$ cat config.mk
export PLATFORM = sky130hd
export DESIGN_NAME = first_fit_allocator_with_compaction_flat
export DESIGN_NICKNAME = d
export VERILOG_FILES = /design/src/ffa_pkg.sv /design/src/ffa_if.sv /design/src/ffa_ram.sv /design/src/first_fit_allocator_with_compaction.sv /design/src/flat_wrapper.sv
export SDC_FILE = /design/constraint.sdc
export NUM_CORES = 2
export LEC_CHECK = 0
export BUFFER_PORTS_ARGS = -buffer_cell sky130_fd_sc_hd__buf_2
export CAP_MARGIN = 40
export CORE_MARGIN = 3
export CORE_UTILIZATION = 59
export CTS_BUF_LIST = sky130_fd_sc_hd__clkbuf_8 sky130_fd_sc_hd__clkbuf_16
export CTS_CLUSTER_SIZE = 25
export DETAILED_ROUTE_END_ITERATION = 10
export PLACE_DENSITY = 0.75
export SLEW_MARGIN = 10
export SYNTH_ARGS = -nofsm -noshare
export SYNTH_HDL_FRONTEND = slang
export SYNTH_HIERARCHICAL = 1
export SYNTH_SLANG_ARGS = --single-unit
$ cat constraint.sdc
create_clock -name i_clk -period 6.3 [get_ports i_clk]
set_input_delay 0.315 -clock i_clk [delete_from_list [all_inputs] [get_ports i_clk]]
set_output_delay 0.315 -clock i_clk [all_outputs]
set_load 0.01 [all_outputs]
$ cat src/ffa_pkg.sv
// ----------------------------------------------------------------------------
// ffa_pkg
// shared constants and codes for the first-fit allocator with compaction
// ----------------------------------------------------------------------------
package ffa_pkg;

    localparam int MEM_CELLS_DEF = 128;

    localparam int TYPE_W = 2;
    localparam int VAL_W  = 32;
    localparam int STAT_W = 2;
    localparam int ID_W   = 32;
    localparam int CFG_W  = 8;

    localparam logic [CFG_W-1:0] MEM_SIZE_RST = 8'd128;
    localparam logic [ID_W-1:0]  ID_MAX       = 32'hFFFF_FFFF;

    localparam logic [TYPE_W-1:0] REQ_ALLOC  = 2'd0;
    localparam logic [TYPE_W-1:0] REQ_ERASE  = 2'd1;
    localparam logic [TYPE_W-1:0] REQ_DEFRAG = 2'd2;

    localparam logic [STAT_W-1:0] ST_GRANT   = 2'd0;
    localparam logic [STAT_W-1:0] ST_NULL    = 2'd1;
    localparam logic [STAT_W-1:0] ST_ILLEGAL = 2'd2;

endpackage

$ cat src/ffa_if.sv
// ----------------------------------------------------------------------------
// ffa_if
// valid/ready channels for requests and responses
// ----------------------------------------------------------------------------
interface ffa_req_if;
    import ffa_pkg::*;

    logic              valid;
    logic              ready;
    logic [TYPE_W-1:0] req_type;
    logic [VAL_W-1:0]  req_value;

    modport source (output valid, output req_type, output req_value, input ready);
    modport sink   (input valid, input req_type, input req_value, output ready);
endinterface

interface ffa_rsp_if;
    import ffa_pkg::*;

    logic              valid;
    logic              ready;
    logic [STAT_W-1:0] status;
    logic [ID_W-1:0]   block_id;

    modport source (output valid, output status, output block_id, input ready);
    modport sink   (input valid, input status, input block_id, output ready);
endinterface

$ cat src/ffa_ram.sv
// ----------------------------------------------------------------------------
// ffa_ram
// simple dual-port ram, one write port, one read port with registered read
// ----------------------------------------------------------------------------
module ffa_ram #(
    parameter  int WIDTH = 32,
    parameter  int DEPTH = 128,
    localparam int AW    = (DEPTH > 1) ? $clog2(DEPTH) : 1
) (
    input  logic             i_clk,
    input  logic             i_we,
    input  logic [AW-1:0]    i_waddr,
    input  logic [WIDTH-1:0] i_wdata,
    input  logic             i_re,
    input  logic [AW-1:0]    i_raddr,
    output logic [WIDTH-1:0] o_rdata
);

    logic [WIDTH-1:0] r_mem [DEPTH];
    logic [WIDTH-1:0] r_rdata;

    always_ff @(posedge i_clk) begin
        if (i_we) begin
            r_mem[i_waddr] <= i_wdata;
        end
        if (i_re) begin
            r_rdata <= r_mem[i_raddr];
        end
    end

    assign o_rdata = r_rdata;

endmodule

$ cat src/first_fit_allocator_with_compaction.sv
// ----------------------------------------------------------------------------
// first_fit_allocator_with_compaction
// first-fit cell allocator with erase and compaction over a ram of owner ids
// ----------------------------------------------------------------------------
//  channel   dir  handshake     word
//  i_req     in   valid/ready   req_type, req_value
//  o_rsp     out  valid/ready   status, block_id
//  i_cfg_*   in   write enable  mem_size
//
//  alloc scans one cell per cycle through the ram read port, then writes
//  one claimed cell per cycle; erase scans the m cells; defrag packs the
//  used cells down, then clears the freed cells.
//  after reset a clearing pass writes MEM_CELLS cells, one a cycle, with
//  i_req.ready low. a pending response waits in the output register.
// ----------------------------------------------------------------------------
module first_fit_allocator_with_compaction #(
    parameter int MEM_CELLS = ffa_pkg::MEM_CELLS_DEF
) (
    input  logic                       i_clk,
    input  logic                       i_rst_n,
    input  logic                       i_cfg_we,
    input  logic [ffa_pkg::CFG_W-1:0]  i_cfg_data,
    ffa_req_if.sink                    i_req,
    ffa_rsp_if.source                  o_rsp
);
    import ffa_pkg::*;

    localparam int AW = (MEM_CELLS > 1) ? $clog2(MEM_CELLS) : 1;
    localparam int CW = $clog2(MEM_CELLS + 1);
    localparam int SW = (CW > CFG_W) ? CW : CFG_W;

    localparam logic [2:0] S_CLR   = 3'd0;
    localparam logic [2:0] S_IDLE  = 3'd1;
    localparam logic [2:0] S_ASCAN = 3'd2;
    localparam logic [2:0] S_AFILL = 3'd3;
    localparam logic [2:0] S_ESCAN = 3'd4;
    localparam logic [2:0] S_DSCAN = 3'd5;
    localparam logic [2:0] S_DZERO = 3'd6;
    localparam logic [2:0] S_RESP  = 3'd7;

    logic [2:0]        r_state, n_state;
    logic [CW-1:0]     r_rd_ptr, n_rd_ptr;
    logic              r_pend, n_pend;
    logic [AW-1:0]     r_pidx, n_pidx;
    logic [CW-1:0]     r_wr_ptr, n_wr_ptr;
    logic [CW-1:0]     r_run, n_run;
    logic [AW-1:0]     r_start, n_start;
    logic [AW-1:0]     r_end, n_end;
    logic              r_hit, n_hit;
    logic [VAL_W-1:0]  r_val, n_val;
    logic [ID_W-1:0]   r_next_id, n_next_id;
    logic [CFG_W-1:0]  r_mem_size;
    logic [STAT_W-1:0] r_res_status, n_res_status;
    logic [ID_W-1:0]   r_res_id, n_res_id;
    logic              r_out_vld, n_out_vld;
    logic [STAT_W-1:0] r_out_status, n_out_status;
    logic [ID_W-1:0]   r_out_id, n_out_id;

    logic [SW-1:0]     w_size_ext;
    logic [CW-1:0]     w_m;
    logic              w_accept;
    logic              w_issue;
    logic [CW-1:0]     w_run_inc;

    logic              ram_we;
    logic [AW-1:0]     ram_waddr;
    logic [ID_W-1:0]   ram_wdata;
    logic              ram_re;
    logic [AW-1:0]     ram_raddr;
    logic [ID_W-1:0]   ram_rdata;

    ffa_ram #(
        .WIDTH (ID_W),
        .DEPTH (MEM_CELLS)
    ) u_ram (
        .i_clk   (i_clk),
        .i_we    (ram_we),
        .i_waddr (ram_waddr),
        .i_wdata (ram_wdata),
        .i_re    (ram_re),
        .i_raddr (ram_raddr),
        .o_rdata (ram_rdata)
    );

    // effective cell count saturates at MEM_CELLS
    assign w_size_ext = SW'(r_mem_size);
    assign w_m = (w_size_ext > SW'(MEM_CELLS)) ? CW'(MEM_CELLS) : CW'(w_size_ext);

    assign i_req.ready = (r_state == S_IDLE);
    assign w_accept    = i_req.valid && (r_state == S_IDLE);
    assign w_run_inc   = r_run + CW'(1);

    assign o_rsp.valid    = r_out_vld;
    assign o_rsp.status   = r_out_status;
    assign o_rsp.block_id = r_out_id;

    always_comb begin
        n_state      = r_state;
        n_rd_ptr     = r_rd_ptr;
        n_pend       = 1'b0;
        n_pidx       = r_rd_ptr[AW-1:0];
        n_wr_ptr     = r_wr_ptr;
        n_run        = r_run;
        n_start      = r_start;
        n_end        = r_end;
        n_hit        = r_hit;
        n_val        = r_val;
        n_next_id    = r_next_id;
        n_res_status = r_res_status;
        n_res_id     = r_res_id;
        n_out_vld    = r_out_vld && !o_rsp.ready;
        n_out_status = r_out_status;
        n_out_id     = r_out_id;

        ram_we    = 1'b0;
        ram_waddr = r_wr_ptr[AW-1:0];
        ram_wdata = '0;
        ram_raddr = r_rd_ptr[AW-1:0];
        w_issue   = (r_rd_ptr < w_m) &&
                    (r_state == S_ASCAN || r_state == S_ESCAN || r_state == S_DSCAN);
        ram_re    = w_issue;

        if (w_issue) begin
            n_pend   = 1'b1;
            n_rd_ptr = r_rd_ptr + CW'(1);
        end

        case (r_state)
            S_CLR: begin
                ram_we   = 1'b1;
                n_wr_ptr = r_wr_ptr + CW'(1);
                if (r_wr_ptr == CW'(MEM_CELLS - 1)) begin
                    n_state = S_IDLE;
                end
            end
            S_IDLE: begin
                if (w_accept) begin
                    n_rd_ptr = '0;
                    n_wr_ptr = '0;
                    n_run    = '0;
                    n_hit    = 1'b0;
                    n_val    = i_req.req_value;
                    n_res_id = '0;
                    case (i_req.req_type)
                        REQ_ALLOC: begin
                            if (r_next_id == ID_MAX) begin
                                n_res_status = ST_NULL;
                                n_state      = S_RESP;
                            end else begin
                                n_state = S_ASCAN;
                            end
                        end
                        REQ_ERASE: begin
                            if (i_req.req_value == '0) begin
                                n_res_status = ST_ILLEGAL;
                                n_state      = S_RESP;
                            end else begin
                                n_state = S_ESCAN;
                            end
                        end
                        REQ_DEFRAG: begin
                            n_state = S_DSCAN;
                        end
                        default: begin
                            n_state = S_IDLE;
                        end
                    endcase
                end
            end
            S_ASCAN: begin
                if (r_pend) begin
                    if (ram_rdata != '0) begin
                        n_run = '0;
                    end else begin
                        n_run = w_run_inc;
                        if (r_run == '0) begin
                            n_start = r_pidx;
                        end
                        if (32'(w_run_inc) >= r_val) begin
                            n_end        = r_pidx;
                            n_next_id    = r_next_id + ID_W'(1);
                            n_res_status = ST_GRANT;
                            n_res_id     = r_next_id + ID_W'(1);
                            n_wr_ptr     = (r_run == '0) ? CW'(r_pidx) : CW'(r_start);
                            n_state      = (r_val == '0) ? S_RESP : S_AFILL;
                        end
                    end
                end else if (r_rd_ptr >= w_m) begin
                    n_res_status = ST_NULL;
                    n_res_id     = '0;
                    n_state      = S_RESP;
                end
            end
            S_AFILL: begin
                ram_we    = 1'b1;
                ram_wdata = r_next_id;
                n_wr_ptr  = r_wr_ptr + CW'(1);
                if (r_wr_ptr[AW-1:0] == r_end) begin
                    n_state = S_RESP;
                end
            end
            S_ESCAN: begin
                if (r_pend) begin
                    if (ram_rdata == r_val) begin
                        ram_we    = 1'b1;
                        ram_waddr = r_pidx;
                        n_hit     = 1'b1;
                    end
                end else if (r_rd_ptr >= w_m) begin
                    if (r_hit) begin
                        n_state = S_IDLE;
                    end else begin
                        n_res_status = ST_ILLEGAL;
                        n_res_id     = '0;
                        n_state      = S_RESP;
                    end
                end
            end
            S_DSCAN: begin
                if (r_pend) begin
                    if (ram_rdata != '0) begin
                        ram_we    = 1'b1;
                        ram_wdata = ram_rdata;
                        n_wr_ptr  = r_wr_ptr + CW'(1);
                    end
                end else if (r_rd_ptr >= w_m) begin
                    n_state = S_DZERO;
                end
            end
            S_DZERO: begin
                if (r_wr_ptr < w_m) begin
                    ram_we   = 1'b1;
                    n_wr_ptr = r_wr_ptr + CW'(1);
                end else begin
                    n_state = S_IDLE;
                end
            end
            S_RESP: begin
                if (!r_out_vld || o_rsp.ready) begin
                    n_out_vld    = 1'b1;
                    n_out_status = r_res_status;
                    n_out_id     = r_res_id;
                    n_state      = S_IDLE;
                end
            end
            default: begin
                n_state = S_IDLE;
            end
        endcase
    end

    always_ff @(posedge i_clk) begin
        if (!i_rst_n) begin
            r_state    <= S_CLR;
            r_wr_ptr   <= '0;
            r_rd_ptr   <= '0;
            r_pend     <= 1'b0;
            r_next_id  <= '0;
            r_mem_size <= MEM_SIZE_RST;
            r_out_vld  <= 1'b0;
            r_hit      <= 1'b0;
            r_run      <= '0;
        end else begin
            r_state   <= n_state;
            r_wr_ptr  <= n_wr_ptr;
            r_rd_ptr  <= n_rd_ptr;
            r_pend    <= n_pend;
            r_next_id <= n_next_id;
            r_out_vld <= n_out_vld;
            r_hit     <= n_hit;
            r_run     <= n_run;
            if (i_cfg_we) begin
                r_mem_size <= i_cfg_data;
            end
        end
    end

    always_ff @(posedge i_clk) begin
        r_pidx       <= n_pidx;
        r_start      <= n_start;
        r_end        <= n_end;
        r_val        <= n_val;
        r_res_status <= n_res_status;
        r_res_id     <= n_res_id;
        r_out_status <= n_out_status;
        r_out_id     <= n_out_id;
    end

endmodule
$ cat src/flat_wrapper.sv
// flat-port wrapper written by rule: the top's interface ports become plain ports
module first_fit_allocator_with_compaction_flat import ffa_pkg::*;
#(
    parameter int MEM_CELLS = ffa_pkg::MEM_CELLS_DEF
)
  (i_clk, i_rst_n, i_cfg_we, i_cfg_data, i_req_valid, i_req_req_type, i_req_req_value, i_req_ready, o_rsp_valid, o_rsp_status, o_rsp_block_id, o_rsp_ready);
  ffa_req_if i_req_i ();
  ffa_rsp_if o_rsp_i ();
  input  logic i_clk;
  input  logic i_rst_n;
  input  logic i_cfg_we;
  input  logic [ffa_pkg::CFG_W-1:0] i_cfg_data;
  input wire logic [$bits(i_req_i.valid)-1:0] i_req_valid;
  input wire logic [$bits(i_req_i.req_type)-1:0] i_req_req_type;
  input wire logic [$bits(i_req_i.req_value)-1:0] i_req_req_value;
  output wire logic [$bits(i_req_i.ready)-1:0] i_req_ready;
  output wire logic [$bits(o_rsp_i.valid)-1:0] o_rsp_valid;
  output wire logic [$bits(o_rsp_i.status)-1:0] o_rsp_status;
  output wire logic [$bits(o_rsp_i.block_id)-1:0] o_rsp_block_id;
  input wire logic [$bits(o_rsp_i.ready)-1:0] o_rsp_ready;
  assign i_req_i.valid = i_req_valid;
  assign i_req_i.req_type = i_req_req_type;
  assign i_req_i.req_value = i_req_req_value;
  assign i_req_ready = i_req_i.ready;
  assign o_rsp_valid = o_rsp_i.valid;
  assign o_rsp_status = o_rsp_i.status;
  assign o_rsp_block_id = o_rsp_i.block_id;
  assign o_rsp_i.ready = o_rsp_ready;
  first_fit_allocator_with_compaction #(.MEM_CELLS(MEM_CELLS)) u_core (.i_clk(i_clk), .i_rst_n(i_rst_n), .i_cfg_we(i_cfg_we), .i_cfg_data(i_cfg_data), .i_req(i_req_i), .o_rsp(o_rsp_i));
endmodule
==> results.md <==
- Status: finished, final reports clean
- Clk sink count: 4319
- R2R Path Start: u_core/r_mem_size[7]
- Sw Pwr: 16.2 mW
- Slowest cell on crit path: o221ai_1
- CTS tree: done
- R2r endpoint: u_core/u_ram/r_mem[62][20]
- Worst-path clk slew: 0.06 ns
- Maximum VDD drop: 304 µV
- First-pass GRT wire length: 634000 µm
- Initial antenna violation count: 54
- Vias per cell: 7.17
- Final setup fails: 0
- Fin Clk Skew: 0.0513 ns
- Initial DRC Count: 14853
- Critical-path cell list: clkinv_1 > nand2_1 > ha_1 > a21oi_1 > o2111ai_1 > a21oi_1 > a21oi_1 > o221ai_1 > nor2b_1 > nand3_2 > buf_4 > nor2_4 > buf_4
- Total wire length: 453000 µm
- Avg Cell Area, Syn: 24.1 µm²
- Syn Nets: 6966
- Period Utilization, post-route: 82.4%
- Worst-Skew Late Latency: 0.97 ns
- Comb pwr share: 14.0%
- YS warnings: 6
- Avg WL per Cell: 39.5 µm
- Synth unique cells: 66
- Worst-path maximum fanout: 23
- Worst Hold Class: input port to register
- Buf/Inv on CP: 3
- Max-Cap Viols: 0
- P_int: 49.8 mW
- Cts repair resizes: 0
- Cells after synthesis: 6885
- Hold_sp: i_rst_n
- Routability-driven placement congestion ratio: 0.922
- Setup TNS: 0 ns
- Worst Max-Slew Pin Slew: 0.943 ns
- #FFs+latches synth: 4319
- Post-DRT Antenna Nets: 0
- Root Driver: clkbuf_16
- Leakage: 49.1 nW
- Net Sw Frac: 24.5%
- GRT overflow: 0
- TritonRoute pass-1 iters: 6
- DPL Wire Length: 268000 µm
- Post-synthesis sequential area ratio: 77.6%
- Post-CTS Setup Inserts: 0
- Post-synth EDFFs: 4242
- CTS buffer count: 411
- RSZ-0062 raised after global routing: false
- Worst Path Arrival: 5.80 ns
- WP depth: 13
- Cell Pwr Density: 349 nW/µm²
- Clock network power share: 37.4%
- Boundary Pins: 83
- Largest net degree at the start of global routing: 124
- Residual DRC: 0
- Hold Vio Cnt, Final: 0
- Setup Crit Path Kind: register to register
- Layout cells sized above 1: 33.3%
- Commonest cells after routing, fill and taps aside: edfxtp_1, mux4_2, clkbuf_16, buf_4, nor2_4
- Slew Viols, Final: 0
- Clock Tree Buf Depth: 4
- CP max stage delay: 0.67 ns
- FFs w/ async S/R, synth: 0%
- Worst setup SP type: register
- CTS H-tree depth: 5
- Die Footprint: 288000 µm²
- WP data required: 6.90 ns
- GRT Total Usage: 31.8%
- Hold Path End: u_core/r_next_id[29]
- P&R area growth vs syn: 13.6%
- Crit path capture type: register
- Site Rows: 194
- Fmax: 0.193 GHz
- Fill cell count: 16161
- Vias: 82337
- Hold depth: 3
- FF-to-FF path depth: 13
- Core Area: 280000 µm²
- Most common cell after layout, fill and taps aside: edfxtp_1
- Die Ht: 537 µm
- CP dominant cell by count: a21oi_1
- Fraction of power consumed by sequential logic: 48.7%
- Hold WS: 0.0787 ns
- Port buffer count: 82
- CP top delay family: simple AND/OR/NAND/NOR gates
- Final net count: 7494
- Worst slew margin: 37.1%
- Final worst path period need: 5.19 ns
- Vias in the first global route: 79656
- Die width: 537 µm
- Synth Cell Area: 166000 µm²
- Synth Flop Type: edfxtp_1
- Initial Util: 59.4%
- Reg2Reg Setup Slack: 1.11 ns
## metrics by stage
stage	utilization (%)	power (mW)	cell area, µm²	std cells	setup slack, ns
finish	67.5	66.0	189000	11489	1.11
global placement	62.2	41.6	174000	10633	1.25
detailed placement	62.5	41.7	175000	10670	1.28
CTS	67.4	66.2	189000	11468	1.24
global route	67.4	67.6	189000	11473	0.827
floorplan	-	38.3	166000	6885	1.15
## sequential cells by signal (all words and copies together) (netlist names)
| signal | cells |
|---|---|
| u_core/r_run | 8 |
| u_core/r_pend | 1 |
| u_core/r_rd_ptr | 8 |
| u_core/r_hit | 1 |
| u_core/u_ram/r_mem | 4096 |
| u_core/r_val | 32 |
| u_core/r_start | 7 |
| u_core/r_end | 7 |
| u_core/o_rsp.valid | 1 |
| u_core/r_mem_size | 8 |
| u_core/r_res_status | 2 |
| u_core/r_wr_ptr | 8 |
| u_core/u_ram/o_rdata | 32 |
| u_core/r_res_id | 32 |
| u_core/r_next_id | 32 |
| u_core/o_rsp.status | 2 |
| u_core/o_rsp.block_id | 32 |
| u_core/r_state | 3 |
| u_core/r_pidx | 7 |
## metal layers
metal / GRT usage [%] / vias up / share of wire, %
met5: 0 / - / 0.048
met3: 10.3 / 823 / 16
met1: 47.1 / 43585 / 36
li1: - / 30777 / -
met2: 45.8 / 7120 / 45
met4: 10.2 / 32 / 3.7
## worst reg2reg max path, delay by kind of cell, from the launching register on
kind | cells | cell delay, ns
compound gates | 5 | 1.49
flops | 1 | 0.36
fa+ha+maj | 1 | 0.27
buf+inv | 3 | 1.14
simple gates | 4 | 1.62
## Yosys cell counts (10+ instances only)
| cell | number | area [µm²] |
|---|---|---|
| buf_1 | 54 | 203 |
| a22oi_1 | 11 | 82.6 |
| xnor2_1 | 56 | 490 |
| mux2i_1 | 17 | 170 |
| nand4_1 | 28 | 175 |
| mux4_2 | 1344 | 30300 |
| o21ai_0 | 47 | 235 |
| a22o_1 | 33 | 289 |
| nor4_1 | 26 | 163 |
| and2_1 | 17 | 106 |
| nand3_1 | 39 | 195 |
| o211ai_1 | 10 | 75.1 |
| a21oi_1 | 21 | 105 |
| ha_1 | 34 | 425 |
| clkbuf_1 | 212 | 796 |
| xor2_1 | 33 | 289 |
| and3_1 | 18 | 113 |
| buf_2 | 85 | 425 |
| nor2_1 | 194 | 728 |
| mux2_2 | 39 | 439 |
| nor3_1 | 15 | 75.1 |
| nor2b_1 | 33 | 206 |
| or3_1 | 23 | 144 |
| inv_1 | 27 | 101 |
| edfxtp_1 | 4242 | 127000 |
| nand2_1 | 67 | 251 |
| dfxtp_1 | 77 | 1540 |
## cells by family (layout without fill, tap and decap cells)
kind of cell | Yosys count | after routing | share of synthesized area, %
muxes | 1400 | 1400 | 18.6
buffers and inverters | 386 | 1249 | 0.957
xor gates and xnor gates | 89 | 89 | 0.469
DFF | 4319 | 4319 | 77.6
adders and majority gates | 34 | 34 | 0.256
AOI/OAI and AO/OA | 170 | 170 | 0.728
and+or+nand+nor | 487 | 487 | 1.44
other | 0 | 17 | 0
## worst max path at each step
stage                                   from                    endpoint  slack (ns)
CTS                  u_core/u_ram/o_rdata[0]  u_core/u_ram/r_mem[62][20]        1.24
global placement     u_core/u_ram/o_rdata[6]  u_core/u_ram/r_mem[52][14]        1.25
floorplan           u_core/u_ram/o_rdata[28]   u_core/u_ram/r_mem[98][0]        1.15
global route            u_core/r_mem_size[7]  u_core/u_ram/r_mem[62][20]        0.83
finish                  u_core/r_mem_size[7]  u_core/u_ram/r_mem[62][20]        1.11
detailed placement   u_core/u_ram/o_rdata[0]  u_core/u_ram/r_mem[62][17]        1.28
## what timing repair did
| item | CTS | global route |
|---|---|---|
| endpoints found under the hold margin | 41 | 0 |
| hold buffers | 50 | 0 |
| setup endpoints to repair | 0 | 0 |
## power groups by stage
stage,registers (mW),clock network (mW),logic (mW)
after detailed placement,32.7,0,9.03
after CTS,32.1,24.9,9.17
after global routing,32.1,25.9,9.56
after global placement,32.7,0,8.90
after floorplan,32.5,0,5.74
final,32.1,24.6,9.21
## layout make-up
| class | count | area [µm²] | share of cell area, % |
|---|---|---|---|
| diodes | 17 | 42.5 | 0.0225 |
| multi-input cells | 2180 | 37000 | 19.6 |
| clock buffers | 422 | 10500 | 5.58 |
| clock inverters | 326 | 2820 | 1.49 |
| inverters | 28 | 105 | 0.0557 |
| repair buffers | 473 | 4700 | 2.49 |
| flip-flops and latches | 4319 | 129000 | 68.3 |
| well taps | 3724 | 4660 | 2.47 |
(Power assumes the default switching activity.)
